<file path="src/rtl/core/smh_ram.sv">
// Generic simple dual-port RAM with one write port and a registered read port.
`default_nettype none

module smh_ram #(
  parameter int WIDTH = 32,
  parameter int DEPTH = 16,
  localparam int AW = (DEPTH > 1) ? $clog2(DEPTH) : 1
) (
  input  logic             clk_i,
  input  logic             we_i,
  input  logic [AW-1:0]    waddr_i,
  input  logic [WIDTH-1:0] wdata_i,
  input  logic             re_i,
  input  logic [AW-1:0]    raddr_i,
  output logic [WIDTH-1:0] rdata_o
);

  logic [WIDTH-1:0] mem_q [DEPTH];

  // Write port and registered read port.
  always_ff @(posedge clk_i) begin
    if (we_i) begin
      mem_q[waddr_i] <= wdata_i;
    end
    if (re_i) begin
      rdata_o <= mem_q[raddr_i];
    end
  end

endmodule

`default_nettype wire

</file>
<file path="config.mk">
export PLATFORM = sky130hd
export DESIGN_NAME = smh_ram
export DESIGN_NICKNAME = d
export VERILOG_FILES = /design/src/rtl/core/smh_ram.sv
export SDC_FILE = /design/constraint.sdc
export NUM_CORES = 1
export LEC_CHECK = 0
export BUFFER_PORTS_ARGS = -buffer_cell sky130_fd_sc_hd__buf_2
export CAP_MARGIN = 0
export CORE_ASPECT_RATIO = 2
export CORE_UTILIZATION = 50
export CTS_CLUSTER_SIZE = 40
export DETAILED_ROUTE_END_ITERATION = 16
export PLACE_DENSITY_LB_ADDON = 0.15
export SLEW_MARGIN = 20
export SYNTH_ARGS = -nofsm -noshare
export SYNTH_HDL_FRONTEND = slang
export SYNTH_SLANG_ARGS = --single-unit
</file>
<file path="constraint.sdc">
create_clock -name clk_i -period 4.7 [get_ports clk_i]
set_input_delay 0.705 -clock clk_i [delete_from_list [all_inputs] [get_ports clk_i]]
set_output_delay 0.705 -clock clk_i [all_outputs]
set_load 0.05 [all_outputs]
</file>
Word-level counts from Yosys, hierarchy flattened
Memories as Yosys holds them, arrays and structs flattened. A register that Yosys moved wholly into a read port is not among the register bits.
Cells that the tools add are included.
{"block": "op_classes", "mux": 2}
{"cell": "two-way mux 1 bit", "count": 2}
{"block": "totals", "regBits": 0, "ramBits": 512, "input_bits": 43, "out_inout_bits": 32, "word_cells": 3, "mem_count": 1}
{"memory": "mem_q", "depth": 16, "width": 32, "read_ports": 1, "rd_ports_with_merged_regs": 1, "wr": 1, "line": "18", "rtl": "logic [WIDTH-1:0] mem_q [DEPTH];"}

Logic depth before layout (Yosys ltp)
{"block": "logic_depth", "depth_word": 2, "ltp_mapped": 5, "depth_no_buf": 3}

Worst setup path before layout
Ideal clock, no wire load.
{"block": "synth_timing", "path_type": "input-to-reg", "startpoint": "in waddr_i[2]", "endpoint": "mem mem_q[0][0] (enable)", "setup_ns": 0.461, "arrival_ns": 3.423, "path_slack_ns": 0.815, "cell_stages": 2, "path_buffers": 0, "path_cell_list": "or3b_2 nor3_1"}
{"element": "from (decl)", "line": "11", "rtl": "input logic [AW-1:0] waddr_i,"}
{"element": "to (decl)", "line": "18"}
Straight into the memory's write port.

Worst setup path in the final report
{"block": "layout_timing", "startpoint": "in waddr_i[2]", "endpoint": "mem mem_q[1][1] (enable)"}
Straight into the memory's write port.

==> metrics.md <==
| Metric | Value |
|---|---|
| Setup Skew | 13.0 ps |
| GP Congestion | 0.704 |
| # rows | 103 |
| GRT Residual Overflow | 0 |
| Largest net degree at the start of global routing | 60 |
| Critical Path Start Type | primary input |
| Antenna-violating nets left | 0 |
| PortBufs | 74 |
| Post-CTS Setup Inserts | 0 |
| Commonest non-fill, non-tap cell in the layout | edfxtp_1 |
| Final net count | 987 |
| Cell Count, Final, Fillers Out | 1,498 |
| Avg Cell Area, Syn | 24.1 sq um |
| HP Class | in -> reg |
| DR pass1 iterations | 4 |
| Crit. End Element | register |
| Clock Tree Buf Depth | 3 |
| Detailed Route WL | 43,200 microns |
| Post-synthesis cell area | 20,200 sq um |
| Clock latency on the worst-skew pair | 550 ps |
| Least-Margin Pin Slew | 1130 ps |
| Syn_nets | 881 |
| Setup CP Type | in -> reg |
| Syn Inst Count | 838 |
| Final period utilization | 0.482 |
| Static leakage | 7.20 nW |
| Synth unique cells | 17 |
| Hold-fix buffer count after cts | 0 |
| Initial drt markers | 848 |
| Clock Sink Count | 544 |
| Die width | 144 microns |
| Total power | 0.00961 W |
| Flops & latches, synth | 544 |
| Number of I/O pins | 75 |
| CTS buffer count | 45 |
| Final hold slack | 528 ps |
| Clk slew on worst S/H paths | 60 ps |
| Core area | 39,600 sq um |
| Dpl cells | 1,422 |
| DRC | 0 |
| First-pass GRT wire length | 63,400 microns |
| FF+latch area | 16,300 sq um |
| CTS tree | done |
| DIE HEIGHT | 286 microns |
| Vias in the first global route | 9,712 |
| Asr flop ratio synth | 0 |
| Util after Layout | 0.574 |
| Final setup fails | 0 |
| Leading cell types in the layout, fill and taps excluded | 544 x edfxtp_1, 128 x mux4_2, 72 x buf_2 |
| Register area share after synthesis | 0.810 |
| HPWL after DPL | 22,300 microns |
| Antenna violations before repair | 2 |
| Synth warn | 0 |
| Total GRT Usage | 0.223 |
| Setup TNS | 0 ps |
| Maximum vdd drop | 0.255 mV |
| Crit path required time | 4930 ps |
| Syn-to-layout area delta | 12.7% |
| Starting density of the core | 0.510 |
| Fin crit period | 2260 ps |
| Hold Vio Cnt, Final | 0 |
| Max frequency | 0.442 GHz |
| Power density over cell area | 423 nW/um^2 |
| Via count | 9,004 |
| Ant. Diodes | 0 |
| Drt wl/cell | 28.8 microns |
| Crit path max fanout | 20 |
| Outcome | finished, final reports clean |
| H-tree Lvls | 2 |
| Clock root buffer | clkbuf_16 |
| Max Slew Vio Count | 0 |
| CP Data Arrival Time | 2490 ps |
| Fill cells | 2,894 |
| Layout cell share with drive strength beyond 1 | 0.316 |
| Max cap viols | 0 |
| Die area | 41,200 sq um |
| RSZ-0062 raised after global routing | false |
| # resized after CTS | 0 |
| Via density per instance | 6.01 |
| Multi-input logic area | 3750 sq um |
| Dominant synthesized flop cell | edfxtp_1 |
| Slew headroom | 0.246 |
| EDFF count, synth | 544 |
[synthesized netlist by cell type, types with 4 or more instances]
master | number | area [sq um]
nand2_1 | 33 | 124
nor2_1 | 13 | 48.8
nor3_1 | 4 | 20.0
mux4_2 | 128 | 2880
clkbuf_1 | 17 | 63.8
buf_4 | 11 | 82.6
buf_1 | 9 | 33.8
edfxtp_1 | 544 | 16300
buf_2 | 4 | 20.0
a22oi_1 | 64 | 480
[worst max-delay path, stage by stage]
cell and delay [ps]:
buf_2 110, or3b_2 590, nor2_4 660, buf_4 400
[report_power, final]
part | internal, W | switching, W | leakage [nW] | total (W)
clock | 0.00197 | 0.00161 | 0.666 | 0.00358
combinational | 0.000189 | 0.000354 | 1.59 | 0.000543
sequential | 0.00546 | 0.0000297 | 4.94 | 0.00549
[layer usage]
metal | part of all wire | track usage
met3 | 0.046 | 0.0268
met1 | 0.38 | 0.286
met2 | 0.55 | 0.397
met5 | 0.00053 | 0
met4 | 0.022 | 0.0628
[metrics by stage]
step / worst slack, ps / instance area, sq um
finish: 2440 / 22700
global placement: 1820 / 21400
floorplan: 815 / 20200
global route: 2280 / 22700
detailed placement: 1820 / 21400
CTS: 2410 / 22700
[registers in the layout, indices dropped and copies added, names as in the netlist]
| name | count |
|---|---|
| mem_q | 512 |
| rdata_o | 32 |
[path summary, 6_finish.rpt]
path	startpoint	endpoint	slack, ps	cells after the start
worst max-delay path	waddr_i[2]	mem_q[1][1]	2440	4
worst min-delay path	wdata_i[0]	mem_q[6][0]	530	1
worst max register to register	mem_q[10][25]	rdata_o[25]	3260	3
worst min register to register	mem_q[14][20]	rdata_o[20]	740	3
[cells by family after synthesis]
family | count (synthesis) | share of synthesized area
compound gates | 64 | 0.0238
flops | 544 | 0.810
mux | 128 | 0.143
simple gates | 59 | 0.0125
buf+inv | 43 | 0.0110
[final cells by class]
| cell class | instances | area share |
|---|---|---|
| clock buffers | 56 | 0.0514 |
| well taps | 525 | 0.0289 |
| clock inverters | 20 | 0.00831 |
| flip-flops and latches | 544 | 0.719 |
| multi-input cells | 251 | 0.165 |
| repair buffers | 102 | 0.0277 |
(Power assumes the default switching activity.)
